<file path="src/rtl/ewse_pkg.sv">
// Package of types, constants and widths shared by the wheel speed estimator.
`timescale 1ns / 1ps

package ewse_pkg;

  localparam int SAMPLE_W   = 10;
  localparam int TIME_W     = 32;
  localparam int SPEED_W    = 21;
  localparam int NOISE_W    = 10;
  localparam int RADIUS_W   = 20;
  localparam int CFG_DATA_W = 20;
  localparam int CFG_IDX_W  = 1;
  localparam int COUNT_W    = 2;
  localparam int POS_W      = SAMPLE_W + COUNT_W;
  localparam int NUM_W      = 16;
  localparam int MAG_W      = 14;
  localparam int SCALE_W    = 27;
  localparam int PROD_W     = RADIUS_W + MAG_W;
  localparam int N_W        = PROD_W + SCALE_W;
  localparam int DROP_W     = 14 + SAMPLE_W - 1;
  localparam int DVD_W      = N_W - DROP_W;
  localparam int Q2_W       = 23;
  localparam int CNT_W      = 6;

  localparam logic [SCALE_W-1:0] SCALE = 27'd102944000;

  localparam logic [CFG_IDX_W-1:0] REG_NOISE_OFFSET = 1'b0;
  localparam logic [CFG_IDX_W-1:0] REG_WHEEL_RADIUS = 1'b1;

  localparam logic [COUNT_W-1:0] COUNT_MAX = 2'd3;

  typedef struct packed {
    logic [SAMPLE_W-1:0] sample;
    logic [TIME_W-1:0]   timestamp_us;
  } sample_word_t;

  typedef struct packed {
    logic signed [SPEED_W-1:0] speed_mm_s;
    logic                      bad_interval;
  } speed_word_t;

  typedef struct packed {
    logic [MAG_W-1:0]    mag;
    logic                neg;
    logic [RADIUS_W-1:0] radius;
    logic [TIME_W-1:0]   dt;
  } ewse_job_t;

  typedef struct packed {
    logic busy;
    logic done;
  } ewse_status_t;

endpackage

</file>
<file path="src/rtl/encoder_wheel_speed_estimator.sv">
// Top level of the encoder wheel speed estimator: unwrapping, window store and output word.
// The first two samples of a window are stored and give no word.
// The third starts the serial unit (a multiply by the radius, a multiply by the scale and a divide),
// whose word then goes to the output register; with a zero interval the unit skips straight to done.
// The input stalls while the unit works or holds a word, so a new window waits until the last word is taken.
// Reset is synchronous: configuration, previous reading, window slot, rotation count and output valid return to zero.
`timescale 1ns / 1ps

module encoder_wheel_speed_estimator (
  input  logic                                 clk,
  input  logic                                 rst,
  input  logic                                 sample_valid,
  output logic                                 sample_stall,
  input  ewse_pkg::sample_word_t               sample_word,
  output logic                                 speed_valid,
  input  logic                                 speed_stall,
  output ewse_pkg::speed_word_t                speed_word,
  input  logic                                 cfg_valid,
  output logic                                 cfg_ready,
  input  logic [ewse_pkg::CFG_IDX_W-1:0]       cfg_index,
  input  logic [ewse_pkg::CFG_DATA_W-1:0]      cfg_data
);

  logic [ewse_pkg::NOISE_W-1:0]  noise_offset;
  logic [ewse_pkg::RADIUS_W-1:0] wheel_radius_um;
  logic [ewse_pkg::SAMPLE_W-1:0] prev_reading;
  logic [ewse_pkg::COUNT_W-1:0]  rot_count;
  logic [1:0]                    slot;
  logic [ewse_pkg::POS_W-1:0]    pos0;
  logic [ewse_pkg::POS_W-1:0]    pos1;
  logic [ewse_pkg::TIME_W-1:0]   time0;

  logic                          accept;
  logic signed [ewse_pkg::SAMPLE_W+1:0] threshold;
  logic                          wrap;
  logic [ewse_pkg::COUNT_W-1:0]  rot_count_next;
  logic [ewse_pkg::POS_W-1:0]    pos;
  logic [ewse_pkg::NUM_W-1:0]    num;
  logic [ewse_pkg::NUM_W-1:0]    mag_full;
  logic                          start;
  logic                          load;
  ewse_pkg::ewse_job_t           job;
  ewse_pkg::ewse_status_t        status;
  ewse_pkg::speed_word_t         result;

  assign cfg_ready = 1'b1;
  assign accept = sample_valid && !sample_stall;
  assign sample_stall = status.busy;

  always_comb begin
    threshold = $signed({2'b00, prev_reading}) - $signed({2'b00, noise_offset});
    wrap = $signed({2'b00, sample_word.sample}) < threshold;
    if (slot == 2'd0) begin
      rot_count_next = '0;
    end else if (wrap && rot_count != ewse_pkg::COUNT_MAX) begin
      rot_count_next = rot_count + 1'b1;
    end else begin
      rot_count_next = rot_count;
    end
    pos = {rot_count_next, sample_word.sample};
    num = ewse_pkg::NUM_W'({pos, 1'b0}) + ewse_pkg::NUM_W'(pos) + ewse_pkg::NUM_W'(pos0)
        - ewse_pkg::NUM_W'({pos1, 2'b00});
    mag_full = num[ewse_pkg::NUM_W-1] ? (ewse_pkg::NUM_W'(0) - num) : num;
    job.mag = mag_full[ewse_pkg::MAG_W-1:0];
    job.neg = num[ewse_pkg::NUM_W-1];
    job.radius = wheel_radius_um;
    job.dt = sample_word.timestamp_us - time0;
  end

  assign start = accept && slot == 2'd2;
  assign load = status.done && (!speed_valid || !speed_stall);

  ewse_speed_unit u_speed (
    .clk    (clk),
    .rst    (rst),
    .start  (start),
    .job    (job),
    .take   (load),
    .status (status),
    .result (result)
  );

  always_ff @(posedge clk) begin
    if (rst) begin
      noise_offset <= '0;
      wheel_radius_um <= '0;
      prev_reading <= '0;
      rot_count <= '0;
      slot <= '0;
      speed_valid <= 1'b0;
    end else begin
      if (cfg_valid && cfg_ready) begin
        case (cfg_index)
          ewse_pkg::REG_NOISE_OFFSET: noise_offset <= cfg_data[ewse_pkg::NOISE_W-1:0];
          ewse_pkg::REG_WHEEL_RADIUS: wheel_radius_um <= cfg_data;
          default: begin
          end
        endcase
      end
      if (accept) begin
        prev_reading <= sample_word.sample;
        rot_count <= rot_count_next;
        case (slot)
          2'd0: begin
            pos0 <= pos;
            time0 <= sample_word.timestamp_us;
            slot <= 2'd1;
          end
          2'd1: begin
            pos1 <= pos;
            slot <= 2'd2;
          end
          default: begin
            slot <= 2'd0;
          end
        endcase
      end
      if (load) begin
        speed_valid <= 1'b1;
        speed_word <= result;
      end else if (speed_valid && !speed_stall) begin
        speed_valid <= 1'b0;
      end
    end
  end

endmodule

</file>
<file path="src/rtl/ewse_speed_unit.sv">
// Serial multiply and divide unit that turns one window difference into a speed word.
`timescale 1ns / 1ps

module ewse_speed_unit (
  input  logic                  clk,
  input  logic                  rst,
  input  logic                  start,
  input  ewse_pkg::ewse_job_t   job,
  input  logic                  take,
  output ewse_pkg::ewse_status_t status,
  output ewse_pkg::speed_word_t result
);

  typedef enum logic [2:0] {
    ST_IDLE,
    ST_MUL1,
    ST_MUL2,
    ST_DIV,
    ST_DONE
  } state_t;

  state_t state;

  logic [ewse_pkg::PROD_W-1:0]  mcand;
  logic [ewse_pkg::SCALE_W-1:0] mbits;
  logic [ewse_pkg::PROD_W-1:0]  hi;
  logic [ewse_pkg::SCALE_W-1:0] lo;
  logic [ewse_pkg::CNT_W-1:0]   cnt;
  logic [ewse_pkg::TIME_W-1:0]  dt;
  logic                         neg;
  logic                         bad;
  logic [ewse_pkg::DVD_W-1:0]   dvd;
  logic [ewse_pkg::TIME_W-1:0]  rem;
  logic [ewse_pkg::Q2_W-1:0]    q2;
  logic                         ovf;

  logic [ewse_pkg::PROD_W:0]    sum;
  logic [ewse_pkg::N_W-1:0]     prod_next;
  logic [ewse_pkg::TIME_W:0]    rt;
  logic [ewse_pkg::TIME_W:0]    diff;
  logic                         ge;
  logic [ewse_pkg::TIME_W-1:0]  rem_next;
  logic [ewse_pkg::Q2_W:0]      qr_sum;
  logic [ewse_pkg::Q2_W-1:0]    qr;

  always_comb begin
    sum = {1'b0, hi} + (mbits[0] ? {1'b0, mcand} : {(ewse_pkg::PROD_W + 1){1'b0}});
    prod_next = {sum, lo[ewse_pkg::SCALE_W-1:1]};
    rt = {rem, dvd[ewse_pkg::DVD_W-1]};
    diff = rt - {1'b0, dt};
    ge = rt >= {1'b0, dt};
    rem_next = ge ? diff[ewse_pkg::TIME_W-1:0] : rt[ewse_pkg::TIME_W-1:0];
  end

  always_comb begin
    qr_sum = {1'b0, q2} + (ewse_pkg::Q2_W + 1)'(1);
    qr = qr_sum[ewse_pkg::Q2_W:1];
    result.bad_interval = bad;
    if (bad) begin
      result.speed_mm_s = '0;
    end else if (neg) begin
      if (ovf || qr > ewse_pkg::Q2_W'(1 << (ewse_pkg::SPEED_W - 1))) begin
        result.speed_mm_s = {1'b1, {(ewse_pkg::SPEED_W - 1){1'b0}}};
      end else begin
        result.speed_mm_s = $signed(ewse_pkg::SPEED_W'(0) - qr[ewse_pkg::SPEED_W-1:0]);
      end
    end else begin
      if (ovf || qr > ewse_pkg::Q2_W'((1 << (ewse_pkg::SPEED_W - 1)) - 1)) begin
        result.speed_mm_s = {1'b0, {(ewse_pkg::SPEED_W - 1){1'b1}}};
      end else begin
        result.speed_mm_s = $signed(qr[ewse_pkg::SPEED_W-1:0]);
      end
    end
  end

  assign status.busy = state != ST_IDLE;
  assign status.done = state == ST_DONE;

  always_ff @(posedge clk) begin
    if (rst) begin
      state <= ST_IDLE;
    end else begin
      case (state)
        ST_IDLE: begin
          if (start) begin
            dt <= job.dt;
            neg <= job.neg;
            if (job.dt == '0) begin
              bad <= 1'b1;
              state <= ST_DONE;
            end else begin
              bad <= 1'b0;
              mcand <= ewse_pkg::PROD_W'(job.radius);
              mbits <= ewse_pkg::SCALE_W'(job.mag);
              hi <= '0;
              lo <= '0;
              cnt <= ewse_pkg::CNT_W'(ewse_pkg::MAG_W - 1);
              state <= ST_MUL1;
            end
          end
        end
        ST_MUL1: begin
          if (cnt == '0) begin
            mcand <= prod_next[ewse_pkg::SCALE_W - ewse_pkg::MAG_W +: ewse_pkg::PROD_W];
            mbits <= ewse_pkg::SCALE;
            hi <= '0;
            lo <= '0;
            cnt <= ewse_pkg::CNT_W'(ewse_pkg::SCALE_W - 1);
            state <= ST_MUL2;
          end else begin
            hi <= prod_next[ewse_pkg::N_W-1:ewse_pkg::SCALE_W];
            lo <= prod_next[ewse_pkg::SCALE_W-1:0];
            mbits <= mbits >> 1;
            cnt <= cnt - 1'b1;
          end
        end
        ST_MUL2: begin
          if (cnt == '0) begin
            dvd <= prod_next[ewse_pkg::N_W-1 -: ewse_pkg::DVD_W];
            rem <= '0;
            q2 <= '0;
            ovf <= 1'b0;
            cnt <= ewse_pkg::CNT_W'(ewse_pkg::DVD_W - 1);
            state <= ST_DIV;
          end else begin
            hi <= prod_next[ewse_pkg::N_W-1:ewse_pkg::SCALE_W];
            lo <= prod_next[ewse_pkg::SCALE_W-1:0];
            mbits <= mbits >> 1;
            cnt <= cnt - 1'b1;
          end
        end
        ST_DIV: begin
          rem <= rem_next;
          dvd <= dvd << 1;
          q2 <= {q2[ewse_pkg::Q2_W-2:0], ge};
          ovf <= ovf | q2[ewse_pkg::Q2_W-1];
          cnt <= cnt - 1'b1;
          if (cnt == '0) begin
            state <= ST_DONE;
          end
        end
        ST_DONE: begin
          if (take) begin
            state <= ST_IDLE;
          end
        end
        default: begin
          state <= ST_IDLE;
        end
      endcase
    end
  end

endmodule

</file>
<file path="config.mk">
export PLATFORM = sky130hd
export DESIGN_NAME = encoder_wheel_speed_estimator
export DESIGN_NICKNAME = d
export VERILOG_FILES = /design/src/rtl/ewse_pkg.sv /design/src/rtl/encoder_wheel_speed_estimator.sv /design/src/rtl/ewse_speed_unit.sv
export SDC_FILE = /design/constraint.sdc
export NUM_CORES = 1
export LEC_CHECK = 0
export BUFFER_PORTS_ARGS = -buffer_cell sky130_fd_sc_hd__buf_2
export CORE_MARGIN = 1.5
export CORE_UTILIZATION = 40
export DETAILED_ROUTE_END_ITERATION = 10
export GPL_TIMING_DRIVEN = 0
export SETUP_SLACK_MARGIN = 0.2
export SLEW_MARGIN = 40
export SYNTH_ARGS = -nofsm -noshare
export SYNTH_HDL_FRONTEND = slang
export SYNTH_SLANG_ARGS = --single-unit
</file>
<file path="constraint.sdc">
create_clock -name clk -period 6.8 [get_ports clk]
set_input_delay 1.36 -clock clk [delete_from_list [all_inputs] [get_ports clk]]
set_output_delay 1.36 -clock clk [all_outputs]
set_load 0.1 [all_outputs]
</file>
-- Yosys cells after proc, flatten, opt, wreduce, memory -nomap -nowiden
Cells that the tools add are included.
- reductions and logical operators: 32
- mux-type cells: 51
- $lt $le $gt $ge: 4
- equality and inequality tests: 14
- $add $sub $neg: 12
- bitwise gates (word level): 3
- operators by type and width (operator ; count):
    $mux 34 ; 8
    $mux 27 ; 8
    $pmux 27 s3 ; 2
    $pmux 34 s3 ; 1
    $pmux 38 s2 ; 1
    $pmux 34 s2 ; 1
    $mux 32 ; 2
    $pmux 32 s2 ; 1
    $sub 32x32->32 ; 2
    $mux 21 ; 3
    $pmux 23 s2 ; 1
    $mux 38 ; 1
    $add 34x35->35 ; 1
    $ge 33x32->1 ; 1
    $logic_not 32->1 ; 1
    $add 23x1->24 const B ; 1
    $mux 6 ; 4
    $pmux 6 s4 ; 1
    $gt 23x20->1 const B ; 1
    $gt 23x21->1 const B ; 1
    $mux 23 ; 1
    $sub 1x21->21 const A ; 1
    $mux 3 ; 6
    $sub 15x14->16 ; 1
    other kinds (35) ; 65
- bits in registers: 382
- output and inout bits: 25
- word-level logic and storage cells: 140

-- Logic depth before layout (Yosys ltp)
Gate-level depths: netlist of the first run.
- depth after elaboration: 13
- gate-level depth with buffers: 30

-- Modules after synthesis
A second synthesis of the first run with hierarchy kept.
- cell total of the unflattened synthesis: 2228
- area, all modules: 22501.6 µm²
- modules (own cells, without submodules) (module ; times used ; sequential area each (µm²) ; cells each ; area each (µm²)):
    ewse_speed_unit ; 1 ; 7327.0 ; 1402 ; 14614.0
    encoder_wheel_speed_estimator ; 1 ; 3243.1 ; 826 ; 7887.6

-- Worst setup path before layout of the first run
OpenSTA, ideal clock, no wires.
- path kind: input to register
- from: in sample_word[0] (netlist name)
- to: reg u_speed.hi[0] (netlist name), enable pin
- arrival: 6.762 ns
- path buffers: 0
- path slack: -0.477 ns
- data required time: 6.285 ns
- stages on the path: 13
- cells stage by stage: inv_1 ha_1 fa_1 nor2b_1 o31ai_2 and3_2 o21ai_2 a21oi_1 o21bai_1 xor2_1 nand4b_1 nor4_4 o21ai_1
- RTL lines (what ; RTL line ; RTL):
    start, declared ; encoder_wheel_speed_estimator.sv:14 ; input ewse_pkg::sample_word_t sample_word,
    end signal, assigned ; ewse_speed_unit.sv:111 ; hi <= prod_next[ewse_pkg::N_W-1:ewse_pkg::SCALE_W];
    end signal, assigned ; ewse_speed_unit.sv:126 ; hi <= prod_next[ewse_pkg::N_W-1:ewse_pkg::SCALE_W];
    end, declared ; ewse_speed_unit.sv:26 ; logic [ewse_pkg::PROD_W-1:0] hi;

-- Final worst setup path of the first run
- from: reg noise_offset[1] (netlist name)
- to: reg u_speed.mbits[2] (netlist name) (data pin)
- longest elaborated chain between the ends: 12
- ends and longest elaborated chain (what ; RTL line ; RTL):
    start, declared ; encoder_wheel_speed_estimator.sv:24 ; logic [ewse_pkg::NOISE_W-1:0] noise_offset;
    start signal, assigned ; encoder_wheel_speed_estimator.sv:94 ; ewse_pkg::REG_NOISE_OFFSET: noise_offset <= cfg_data[ewse_pkg::NOISE_W-1:0];
    $sub 10x10->11 ; encoder_wheel_speed_estimator.sv:51 ; threshold = $signed({2'b00, prev_reading}) - $signed({2'b00, noise_offset});
    $lt 11x11->1 ; encoder_wheel_speed_estimator.sv:52 ; wrap = $signed({2'b00, sample_word.sample}) < threshold;
    $logic_and 1x1->1 ; encoder_wheel_speed_estimator.sv:55 ; end else if (wrap && rot_count != ewse_pkg::COUNT_MAX) begin
    $mux 2 ; encoder_wheel_speed_estimator.sv:55 ;
    $mux 2 ; encoder_wheel_speed_estimator.sv:53 ; if (slot == 2'd0) begin
    net rot_count_next (one bit) ; encoder_wheel_speed_estimator.sv:36 ; logic [ewse_pkg::COUNT_W-1:0] rot_count_next;
    $add 13x12->14 ; encoder_wheel_speed_estimator.sv:61 ; num = ewse_pkg::NUM_W'({pos, 1'b0}) + ewse_pkg::NUM_W'(pos) + ewse_pkg::NUM_W'(pos0)
    $add 14x12->15 ; encoder_wheel_speed_estimator.sv:61 ;
    $sub 15x14->16 ; encoder_wheel_speed_estimator.sv:62 ; - ewse_pkg::NUM_W'({pos1, 2'b00});
    $mux 14 ; encoder_wheel_speed_estimator.sv:63 ; mag_full = num[ewse_pkg::NUM_W-1] ? (ewse_pkg::NUM_W'(0) - num) : num;
    $mux 27 ; ewse_speed_unit.sv:88 ; if (job.dt == '0) begin
    $mux 27 ; ewse_speed_unit.sv:85 ; if (start) begin
    $pmux 27 s3 ; ewse_speed_unit.sv:83 ; case (state)
    end signal, assigned ; ewse_speed_unit.sv:94 ; mbits <= ewse_pkg::SCALE_W'(job.mag);
    end signal, assigned ; ewse_speed_unit.sv:105 ; mbits <= ewse_pkg::SCALE;
    end signal, assigned ; ewse_speed_unit.sv:113 ; mbits <= mbits >> 1;
    end, declared ; ewse_speed_unit.sv:25 ; logic [ewse_pkg::SCALE_W-1:0] mbits;
The timed path passes the listed nets, and every way through them passes these cells. The select of a mux whose other input is x is not followed.
A chain may end at the register's enable or synchronous reset.

==> results.md, run 1 <==
• **antenna-violating nets left** 0
• **sort of element at the start of the critical path** flip-flop
• **outcome** complete, no violations
• **detailed-route via count** 17500
• **type of the worst setup path** flip-flop to flip-flop
• **Max Transition Viols Final** 0
• **launching point of the worst reg2reg path** noise_offset[1]$_SDFFE_PP0P_
• **biggest fanout along the worst timing path** 4
• **total number of H-tree levels** 2
• **final net count** 2753
• **number of global-route vias before repair** 17100
• **width of the chip** 243 µm
• **fraction of final layout cells sized beyond drive strength 1** 10.1%
• **Chip Height** 243 µm
• **Fin Clk Skew** 27.1 ps
• **number of remaining DRC errors** 0
• **buffer type at the clock tree root** sky130_fd_sc_hd__clkbuf_16
• **number of distinct library cell variants in the gate-level netlist after synthesis** 95
• **kind of path behind the tightest hold check** flip-flop to flip-flop
• **post-layout util** 46.4%
• **TritonCTS sink count** 368
• **Placed Instances** 3225
• **cell taking the most area after synthesis** sky130_fd_sc_hd__edfxtp_1
• **number of filler instances in the final layout** 5344
• **worst-case headroom to the max-slew limit** 46.4%
• **reported leakage power** 0.0108 µW
• **clock insertion delay at the later pin of the skew report** 580 ps
• **row cnt** 87
• **synthesized instance count** 2358
• **placer's final routability congestion estimate** 0.869
• **Critical Path End Type** flip-flop
• **warnings from Yosys** 0
• **delay of the slowest critical-path stage** 500 ps
• **total length of routed wires** 54300 µm
• **mean post-synth cell area** 9.79 µm²
• **initial cell density of the core** 40.7%
• **CP Data Required Time** 7110 ps
• **cells taking the most area after synthesis** sky130_fd_sc_hd__edfxtp_1 (42%), sky130_fd_sc_hd__ha_1 (7.6%), sky130_fd_sc_hd__nand2_1 (5.1%)
• **RSZ-0062 raised after global routing** no
• **die area** 59200 µm²
• **total power divided by cell area** 221 nW/µm²
• **Tmin final** 6180 ps
• **highest clock rate** 162 MHz
• **Final Cell Area** 26300 µm²
• **slowest stage cell, crit path** sky130_fd_sc_hd__fa_1
• **first-pass detailed-route iteration total** 5
• **Worst IR Drop VDD** 0.202 mV
• **actual transition at the worst max-transition pin** 804 ps
• **count of state elements after synthesis** 368
• **Core Area** 56700 µm²
• **most common library cell in the layout ignoring fill and taps** sky130_fd_sc_hd__edfxtp_1
• **register cell area after layout** 10600 µm²
• **cell repeated most along the worst path** sky130_fd_sc_hd__o21ai_0
• **combined area of all synthesized cells** 23100 µm²
• **largest net degree at the start of global routing** 36
• **relative area change from synthesis to final layout** 13.9%
• **ratio of routed vias to standard cells** 5.30
• **signal arrival time at the worst endpoint** 6490 ps
• **Post-Synthesis Net Count** 2592
• **final hold violation count** 0
• **WL/cell** 16.4 µm
• **number of enable-type register cells in the synthesized netlist** 320
• **Overall Global Routing Usage** 18.3%
• **Hold Path Origin** prev_reading[8]$_SDFFE_PP0P_
• **footprint of the multi-input gates** 11500 µm²
• **flip-flop cell with the highest count after synthesis** sky130_fd_sc_hd__edfxtp_1
• **CTS tree** yes
• **number of max-capacitance violations reported** 0
• **worst setup path start** noise_offset[1]$_SDFFE_PP0P_
• **number of hold buffers added after CTS** 0
• **area share of the largest cell type after synthesis** 41.6%
• **share of synthesized area occupied by flip-flops and latches** 45.8%
• **Async S/R FF share, synth** 0%
• **Num CTS Buffers** 44
• **global-route wire length before repair** 88400 µm
• **clock-pin slew reported for the worst setup and hold paths after clock tree synthesis** 60 ps
• **total global routing overflow** 0
• **final antenna diode count** 0
• **post-layout instance count excluding filler cells** 3307
• **DP Area** 24800 µm²
• **count of routing violations after the opening detailed-route iteration** 1128
• **I/O pin count** 93
• **Longest Clk Path Bufs** 3
• **total of endpoints with negative setup slack in the final report** 0
• **antenna violations before repair** 2
• **share of the clock period used by the worst path after layout** 91.0%
• **HPWL after detailed placement** 41100 µm
• **number of buffers inserted by port buffering** 90
• **leading cell types in the layout, fill and taps excluded** sky130_fd_sc_hd__edfxtp_1 (320), sky130_fd_sc_hd__nand2_1 (316), sky130_fd_sc_hd__a21oi_1 (175)
-- flip-flops by register name, summed over array words and instances, names as in the netlist, 2 cells and up --
name,flops
noise_offset,10
pos0,12
pos1,12
prev_reading,10
rot_count,2
slot,2
speed_word,22
time0,32
u_speed.cnt,6
u_speed.dt,32
u_speed.dvd,38
u_speed.hi,34
u_speed.lo,13
u_speed.mbits,27
u_speed.mcand,34
u_speed.q2,23
u_speed.rem,32
u_speed.state,3
wheel_radius_um,20
-- critical path: cells and delay by family (launching register included) --
kind	cells	cell delay [ps]
compound gates	14	2500
xor+xnor	3	430
simple gates	4	450
fa+ha+maj	5	1880
flops	1	330
buf+inv	4	320
-- what timing repair did --
item                                    CTS  global route
gates resized for setup                   1             6
endpoints found under the setup margin    6            12
setup buffers                             0             3
pin swaps                                 0             2
-- cells by family after synthesis --
family,after synthesis,synth area share (%)
mux,41,1.79
compound gates,538,15.0
simple gates,843,17.9
flops,368,45.8
other cells,1,0.0162
fa+ha+maj,166,9.84
xor+xnor,135,5.12
buf+inv,266,4.50
-- final cells by class --
| class | count | share of cell area [%] |
|---|---|---|
| Clock buffer | 61 | 4.59 |
| Timing Repair Buffer | 115 | 2.83 |
| Inverter | 168 | 2.40 |
| Tap cell | 756 | 3.60 |
| Multi-Input combinational cell | 1724 | 43.9 |
| Clock inverter | 17 | 0.909 |
| Sequential cell | 368 | 40.2 |
| Buffer | 98 | 1.59 |
-- Yosys cell counts (14+ instances only) --
cell / instances
sky130_fd_sc_hd__a211oi_1: 14
sky130_fd_sc_hd__a21o_1: 50
sky130_fd_sc_hd__a21oi_1: 175
sky130_fd_sc_hd__a31oi_1: 19
sky130_fd_sc_hd__and2_1: 65
sky130_fd_sc_hd__and3_1: 33
sky130_fd_sc_hd__clkbuf_1: 75
sky130_fd_sc_hd__dfxtp_1: 48
sky130_fd_sc_hd__edfxtp_1: 320
sky130_fd_sc_hd__fa_1: 26
sky130_fd_sc_hd__ha_1: 140
sky130_fd_sc_hd__inv_1: 168
sky130_fd_sc_hd__mux2i_1: 39
sky130_fd_sc_hd__nand2_1: 316
sky130_fd_sc_hd__nand2b_1: 19
sky130_fd_sc_hd__nand3_1: 55
sky130_fd_sc_hd__nand4_1: 25
sky130_fd_sc_hd__nor2_1: 169
sky130_fd_sc_hd__nor2b_1: 24
sky130_fd_sc_hd__nor3_1: 40
sky130_fd_sc_hd__o211ai_1: 16
sky130_fd_sc_hd__o21a_1: 29
sky130_fd_sc_hd__o21ai_0: 113
sky130_fd_sc_hd__o21bai_1: 19
sky130_fd_sc_hd__or3_1: 17
sky130_fd_sc_hd__xnor2_1: 72
sky130_fd_sc_hd__xor2_1: 63
-- through the flow --
step | hold WS (ps) | setup WS, ps | TNS, ps | total power [µW]
5_1_grt | 476 | 216 | 0 | 6080
2_1_floorplan | 436 | 941 | 0 | 3230
6_report | 457 | 615 | 0 | 5820
3_3_place_gp | 446 | -997 | -110020 | 3420
4_1_cts | 460 | 360 | 0 | 5870
3_5_place_dp | 452 | 122 | 0 | 3440
-- path summary, 6_finish.rpt --
| kind | slack, ps | cells after the start | end |
|---|---|---|---|
| max | 620 | 30 | u_speed.mbits[2]$_DFFE_PP_ |
| min | 460 | 2 | prev_reading[8]$_SDFFE_PP0P_ |
| max reg2reg | 620 | 30 | u_speed.mbits[2]$_DFFE_PP_ |
| min reg2reg | 460 | 2 | prev_reading[8]$_SDFFE_PP0P_ |
-- routing by layer --
metal	vias to the layer above	GRT usage (%)	wire length, µm
met5	-	0	23
met4	4	5.50	1220
met3	74	2.64	2330
met2	344	29.3	24600
met1	8352	25.5	26100
li1	8745	-	-
-- report_power, final --
| group | total, µW | switching [µW] | internal (µW) | leakage, µW |
|---|---|---|---|---|
| Sequential | 2540 | 18.3 | 2520 | 0.00347 |
| Combinational | 874 | 515 | 359 | 0.00662 |
| Clock | 2410 | 946 | 1460 | 0.000707 |
(Power assumes the default switching activity.)
==> run 2: changes to the inputs <==
--- a/config.mk
+++ b/config.mk
@@ -10,6 +10,7 @@
 export CORE_UTILIZATION = 40
 export DETAILED_ROUTE_END_ITERATION = 10
 export GPL_TIMING_DRIVEN = 0
+export RECOVER_POWER = 50
 export SETUP_SLACK_MARGIN = 0.2
 export SLEW_MARGIN = 40
 export SYNTH_ARGS = -nofsm -noshare
==> constraint.sdc (replaced) <==
create_clock -name clk -period 7.7 [get_ports clk]
set_input_delay 1.54 -clock clk [delete_from_list [all_inputs] [get_ports clk]]
set_output_delay 1.54 -clock clk [all_outputs]
set_load 0.1 [all_outputs]
==> run 2 against run 1 <==
Clock power is 16% lower. Maximum frequency is 7.6% lower. Via count is 0.22% higher. Critical endpoint is now u_speed.mbits[10]$_DFFE_PP_. Final cell count is 0.18% lower. Wire length is 1.4% higher. Highest routed layer unchanged. Clock skew is 7.7 ps lower. Core utilization is 0.60 points lower. Total power is 14% lower. The run now ends with max-capacitance violations, max-slew violations left. Hold slack better by 1.2 ps.
==> results.md, run 2 (synthesis gave the netlist of run 1 again) <==
• **outcome** complete, but fails checks
• **failing checks** max-capacitance violations, max-slew violations
• **GR met3 Demand/Resource** 3.17%, +0.53 points
• **I/O pin count** 93, unchanged
• **final hold violation count** 0, unchanged
• **Worst IR Drop VDD** 0.155 mV, -23%
• **reg-to-reg slack, setup** 1010 ps, +390 ps
• **HPWL after detailed placement** 41500 µm, +0.86%
• **antenna-violating nets left** 0, unchanged
• **launching point of the worst reg2reg path** noise_offset[1]$_SDFFE_PP0P_
• **final net count** 2750, -0.11%
• **Final Cell Area** 26000 µm², -1.3%
• **clock insertion delay at the later pin of the skew report** 570 ps, about the same
• **sort of element at the start of the critical path** flip-flop
• **CP Data Required Time** 8000 ps, +890 ps
• **TritonCTS sink count** 368, unchanged
• **leading cell types in the layout, fill and taps excluded** sky130_fd_sc_hd__edfxtp_1 (320), sky130_fd_sc_hd__nand2_1 (316), sky130_fd_sc_hd__a21oi_1 (175)
• **RSZ-0062 raised after global routing** no
• **antenna violations before repair** 4, +2
• **total number of H-tree levels** 2, unchanged
• **highest clock rate** 149 MHz, -7.6%
• **Longest Clk Path Bufs** 3, unchanged
• **max reg flops** 38, unchanged
• **Max Transition Viols Final** 68, +68
• **largest registers ranked by flip-flop count** u_speed.dvd x38, u_speed.hi x34, u_speed.mcand x34
• **final antenna diode count** 0, unchanged
• **clock-pin slew reported for the worst setup and hold paths after clock tree synthesis** 60 ps, about the same
• **total power divided by cell area** 193 nW/µm², -13%
• **fraction of final layout cells sized beyond drive strength 1** 6.68%, -3.4 points
• **worst-case headroom to the max-slew limit** -53.0%, -99 points
• **placer's final routability congestion estimate** 0.862, -0.84%
• **first-pass detailed-route iteration total** 5, unchanged
• **type of the worst setup path** flip-flop to flip-flop
• **actual transition at the worst max-transition pin** 2290 ps, +1490 ps
• **number of buffers inserted to repair setup after CTS** 0, unchanged
• **share of total power in the clock network** 40.3%, -1.1 points
• **total design power** 5010 µW, -14%
• **internal power contribution** 3720 µW, -14%
• **cell repeated most along the worst path** sky130_fd_sc_hd__o21ai_0
• **buffer type at the clock tree root** sky130_fd_sc_hd__clkbuf_16
• **kind of path behind the tightest hold check** flip-flop to flip-flop
• **Gate power share** 15.0%, about the same
• **global-route wire length before repair** 89400 µm, +1.1%
• **biggest fanout along the worst timing path** 10, +6
• **total global routing overflow** 0, unchanged
• **width of the chip** 243 µm, unchanged
• **Most flops, register** u_speed.dvd
• **number of gates on the worst path with buffers counted** 30, unchanged
• **slowest stage cell, crit path** sky130_fd_sc_hd__fa_1
• **Core Area** 56700 µm², unchanged
• **initial cell density of the core** 40.7%, unchanged
• **count of routing violations after the opening detailed-route iteration** 1075, -4.7%
• **relative area change from synthesis to final layout** 12.4%
• **detailed-route via count** 17600, +0.22%
• **number of max-capacitance violations reported** 2, +2
• **met2 routing resource usage after global routing** 29.3%, -0.067 points
• **sequential share of power** 44.7%, +1.1 points
• **CTS tree** yes
• **number of buffers and inverters on the critical path** 4, unchanged
• **total of endpoints with negative setup slack in the final report** 0, unchanged
• **number of hold buffers added after CTS** 0, unchanged
• **number of global-route vias before repair** 17200, +0.70%
• **Net Sw Power** 1290 µW, -13%
• **reported leakage power** 0.0105 µW, -2.9%
• **Most Crowded Layer GR** met2
• **Tmin final** 6690 ps, +510 ps
• **Fin Clk Skew** 19.4 ps, -7.68 ps
• **Chip Height** 243 µm, unchanged
• **WL/cell** 16.7 µm, +1.5%
• **die area** 59200 µm², unchanged
• **largest net degree at the start of global routing** 38, +5.6%
• **row cnt** 87, unchanged
• **delay of the slowest critical-path stage** 490 ps, about the same
• **met1 track demand over resource in global routing** 25.6%, +0.12 points
• **sw frac** 25.8%, +0.36 points
• **worst setup path start** noise_offset[1]$_SDFFE_PP0P_
• **number of gates resized after cts** 0, -1
• **share of the clock period used by the worst path after layout** 86.9%, -4.0 points
• **Overall Global Routing Usage** 18.5%, +0.21 points
• **signal arrival time at the worst endpoint** 6990 ps, +500 ps
• **worst reg2reg endpoint** u_speed.mbits[10]$_DFFE_PP_
• **number of remaining DRC errors** 0, unchanged
• **critical path capture point** u_speed.mbits[10]$_DFFE_PP_
• **Num CTS Buffers** 43, -2.3%
• **final setup TNS** 0 ps, unchanged
• **number of buffers inserted by port buffering** 90, unchanged
• **cell family with the largest share of critical-path delay** compound AO/OA/AOI/OAI gates
• **most common library cell in the layout ignoring fill and taps** sky130_fd_sc_hd__edfxtp_1
• **total length of routed wires** 55000 µm, +1.4%
• **Critical Path End Type** flip-flop
• **count of cells along the worst register-to-register path** 30, unchanged
• **ratio of routed vias to standard cells** 5.32, +0.40%
• **DP Area** 24800 µm², about the same
run 2: worst min path at each step:
stage	start	end	slack [ps]	cells after the start
4_1_cts	noise_offset[8]$_SDFFE_PP0P_	noise_offset[8]$_SDFFE_PP0P_	460	2
2_1_floorplan	noise_offset[1]$_SDFFE_PP0P_	noise_offset[1]$_SDFFE_PP0P_	440	2
3_3_place_gp	noise_offset[4]$_SDFFE_PP0P_	noise_offset[4]$_SDFFE_PP0P_	450	2
3_5_place_dp	noise_offset[8]$_SDFFE_PP0P_	noise_offset[8]$_SDFFE_PP0P_	450	2
5_1_grt	noise_offset[8]$_SDFFE_PP0P_	noise_offset[8]$_SDFFE_PP0P_	470	2
6_report	noise_offset[4]$_SDFFE_PP0P_	noise_offset[4]$_SDFFE_PP0P_	460	2
run 2: area by class of cell:
| class | instances | area [µm²] |
|---|---|---|
| multi-input combinational | 1724 | 11500 |
| buffer | 98 | 409 |
| tap | 756 | 946 |
| clock buffer | 55 | 1160 |
| timing repair buffer | 113 | 552 |
| clock inverter | 19 | 198 |
| sequential | 368 | 10600 |
| inverter | 168 | 632 |
| fill | 5387 | 30800 |
run 2: power groups by stage:
stage,clock (µW),combinational (µW),sequential [µW]
3_3_place_gp,0,734,2290
5_1_grt,2150,853,2240
2_1_floorplan,0,576,2280
4_1_cts,2070,764,2240
6_report,2020,753,2240
3_5_place_dp,0,758,2280
run 2: stage by stage:
step           hold WS, ps  util, %  worst slack [ps]  std cells
4_1_cts                458     46.1              1010       3301
2_1_floorplan          436        -               243       2358
5_1_grt                473     45.8               420       3301
3_5_place_dp           450     43.7               798       3227
3_3_place_gp           446     43.2             -2180       3204
6_report               458     45.8              1010       3301
run 2: worst register-to-register path: cells and delay by family (launching register included):
| family | cells | cell delay [ps] |
|---|---|---|
| compound gates | 15 | 2670 |
| fa+ha+maj | 5 | 1740 |
| buf+inv | 4 | 680 |
| simple gates | 3 | 590 |
| xor+xnor | 3 | 400 |
| flops | 1 | 330 |
run 2: per-layer routing:
metal	routed length (µm)	up-vias	share of wire [%]
met5	54	-	0.098
met4	1410	8	2.6
met3	2470	95	4.5
met2	24400	322	44
met1	26600	8399	48
li1	-	8734	-
==> run 3: changes to the inputs <==
--- a/config.mk
+++ b/config.mk
@@ -7,10 +7,11 @@
 export LEC_CHECK = 0
 export BUFFER_PORTS_ARGS = -buffer_cell sky130_fd_sc_hd__buf_2
 export CORE_MARGIN = 1.5
-export CORE_UTILIZATION = 40
+export CORE_UTILIZATION = 42
 export DETAILED_ROUTE_END_ITERATION = 10
 export GPL_TIMING_DRIVEN = 0
 export RECOVER_POWER = 50
+export REMOVE_ABC_BUFFERS = 1
 export SETUP_SLACK_MARGIN = 0.2
 export SLEW_MARGIN = 40
 export SYNTH_ARGS = -nofsm -noshare
==> run 3 against run 2 <==
The flow still finishes with violations (max-capacitance violations, max-slew violations). Global-route usage shrank 0.52 points. Non-clock buffer count shrank 96. Setup slack gained 150 ps. Via count shrank 2.3%. Sequential power is essentially flat. Hold slack lost 3.4 ps. Clock power is essentially flat. Total power is essentially flat. Critical path depth shrank 1. First-iteration DRC count shrank 0.47%. Die area shrank 4.7%. Critical path type unchanged. Critical endpoint is now u_speed.mbits[2]$_DFFE_PP_. Largest cell class unchanged. Largest power group unchanged.
==> results.md, run 3 (synthesis gave the netlist of run 1 again) <==
• **tightest hold margin** 455 ps, -3.44 ps
• **final net count** 2654, -3.5%
• **Max Transition Viols Final** 247, +260%
• **largest net degree at the start of global routing** 56, +47%
• **share of total power in the clock network** 40.6%, +0.3 points
• **fraction of final layout cells sized beyond drive strength 1** 6.64%, -0.038 points
• **number of max-capacitance violations reported** 6, +4
• **die area** 56400 µm², -4.7%
• **number of remaining DRC errors** 0, unchanged
• **number of hold buffers added after CTS** 0, unchanged
• **share of the clock period used by the worst path after layout** 85.0%, -1.9 points
• **clock-pin slew reported for the worst setup and hold paths after clock tree synthesis** 60 ps, about the same
• **detailed-route via count** 17200, -2.3%
• **Critical Path End Type** flip-flop
• **delay of the slowest critical-path stage** 520 ps, +30 ps
• **sw frac** 25.7%, -0.075 points
• **type of the worst setup path** flip-flop to flip-flop
• **sort of element at the start of the critical path** flip-flop
• **Worst IR Drop VDD** 0.154 mV, -0.32%
• **outcome** complete, but fails checks
• **Most flops, register** u_speed.dvd
• **initial cell density of the core** 42.7%, +2.0 points
• **sequential share of power** 44.7%, about the same
• **row cnt** 85, -2.3%
• **Tmin final** 6550 ps, -146 ps
• **relative area change from synthesis to final layout** 10.8%
• **final hold violation count** 0, unchanged
• **total power divided by cell area** 196 nW/µm², +1.4%
• **Fin Clk Skew** 23.8 ps, +4.44 ps
• **failing checks** max-capacitance violations, max-slew violations
• **biggest fanout along the worst timing path** 14, +4
• **final setup TNS** 0 ps, unchanged
• **CP Data Required Time** 7990 ps, about the same
• **HPWL after detailed placement** 36600 µm, -12%
• **internal power contribution** 3720 µW, about the same
• **width of the chip** 237 µm, -2.4%
• **number of buffers inserted to repair setup after CTS** 0, unchanged
• **slowest stage cell, crit path** sky130_fd_sc_hd__o31a_1
• **total number of H-tree levels** 2, unchanged
• **total global routing overflow** 0, unchanged
• **cell repeated most along the worst path** sky130_fd_sc_hd__o21ai_0
• **count of cells along the worst register-to-register path** 29, -3.3%
• **Longest Clk Path Bufs** 3, unchanged
• **kind of path behind the tightest hold check** flip-flop to flip-flop
• **signal arrival time at the worst endpoint** 6840 ps, -150 ps
• **antenna-violating nets left** 0, unchanged
• **number of buffers inserted by port buffering** 91, +1.1%
• **TritonCTS sink count** 368, unchanged
• **CTS tree** yes
• **ratio of routed vias to standard cells** 5.45, +2.4%
• **leading cell types in the layout, fill and taps excluded** sky130_fd_sc_hd__edfxtp_1 (320), sky130_fd_sc_hd__nand2_1 (314), sky130_fd_sc_hd__a21oi_1 (175)
• **cell depth of the worst min-delay path** 2, unchanged
• **RSZ-0062 raised after global routing** no
• **most common library cell in the layout ignoring fill and taps** sky130_fd_sc_hd__edfxtp_1
• **worst-case headroom to the max-slew limit** -87.1%, -34 points
• **first-pass detailed-route iteration total** 5, unchanged
• **number of global-route vias before repair** 16600, -3.4%
• **reported leakage power** 0.0104 µW, -1.0%
• **I/O pin count** 93, unchanged
• **count of routing violations after the opening detailed-route iteration** 1070, -0.47%
• **Gate power share** 14.7%, -0.3 points
• **highest clock rate** 153 MHz, +2.2%
• **global-route wire length before repair** 83800 µm, -6.2%
• **Num CTS Buffers** 43, unchanged
• **largest registers ranked by flip-flop count** u_speed.dvd x38, u_speed.hi x34, u_speed.mcand x34
• **Chip Height** 237 µm, -2.4%
• **antenna violations before repair** 0, -4
• **final antenna diode count** 0, unchanged
• **buffer type at the clock tree root** sky130_fd_sc_hd__clkbuf_16
• **placer's final routability congestion estimate** 0.846, -1.8%
• **WL/cell** 16.0 µm, -3.9%
• **max reg flops** 38, unchanged
• **total length of routed wires** 50500 µm, -8.3%
• **clock insertion delay at the later pin of the skew report** 580 ps, about the same
• **Overall Global Routing Usage** 18.0%, -0.52 points
• **total of endpoints with negative setup slack in the final report** 0, unchanged
• **Core Area** 54000 µm², -4.7%
• **actual transition at the worst max-transition pin** 2810 ps, +511 ps
• **number of gates resized after cts** 0, unchanged
• **Net Sw Power** 1290 µW, -0.32%
run 3: final timing paths:
check                               startpoint                      endpoint  slack (ps)
setup reg to reg  noise_offset[1]$_SDFFE_PP0P_    u_speed.mbits[2]$_DFFE_PP_        1150
hold / removal    noise_offset[7]$_SDFFE_PP0P_  noise_offset[7]$_SDFFE_PP0P_         450
hold reg to reg   noise_offset[7]$_SDFFE_PP0P_  noise_offset[7]$_SDFFE_PP0P_         450
setup / recovery  noise_offset[1]$_SDFFE_PP0P_    u_speed.mbits[2]$_DFFE_PP_        1150
run 3: metal layers:
| layer | track usage (%) | part of all wire, % |
|---|---|---|
| met1 | 25.0 | 48 |
| met5 | 0 | 0 |
| met4 | 5.37 | 2.2 |
| met2 | 29.1 | 45 |
| met3 | 2.47 | 3.9 |
run 3: metrics by stage:
step,utilization [%],power [µW],area [µm²],worst slack (ps),instances
after floorplan,-,2850,22700,243,2260
after global placement,44.4,3000,24000,-2150,3047
after detailed placement,45.2,3020,24400,939,3071
after CTS,47.8,5070,25800,1130,3150
after global routing,47.4,5240,25600,512,3150
final,47.4,5010,25600,1150,3150
run 3: critical path: cells and delay by family (launching register included):
kind / cells / cell delay, ps
fa+ha+maj: 5 / 1750
simple gates: 4 / 790
flops: 1 / 330
xor+xnor: 3 / 330
compound gates: 14 / 2790
buf+inv: 3 / 250
run 3: area by class of cell:
cell class,count,area (µm²)
Sequential cell,368,10600
Tap cell,696,871
Clock inverter,23,244
Timing Repair Buffer,115,604
Clock buffer,56,1150
Fill cell,5106,28400
Inverter,168,631
Multi-Input combinational cell,1724,11500
run 3: power groups by stage:
stage	clock (µW)	combinational, µW	sequential (µW)
6_report	2030	736	2240
5_1_grt	2160	832	2240
4_1_cts	2090	747	2240
3_5_place_dp	0	741	2280
3_3_place_gp	0	715	2290
2_1_floorplan	0	566	2280
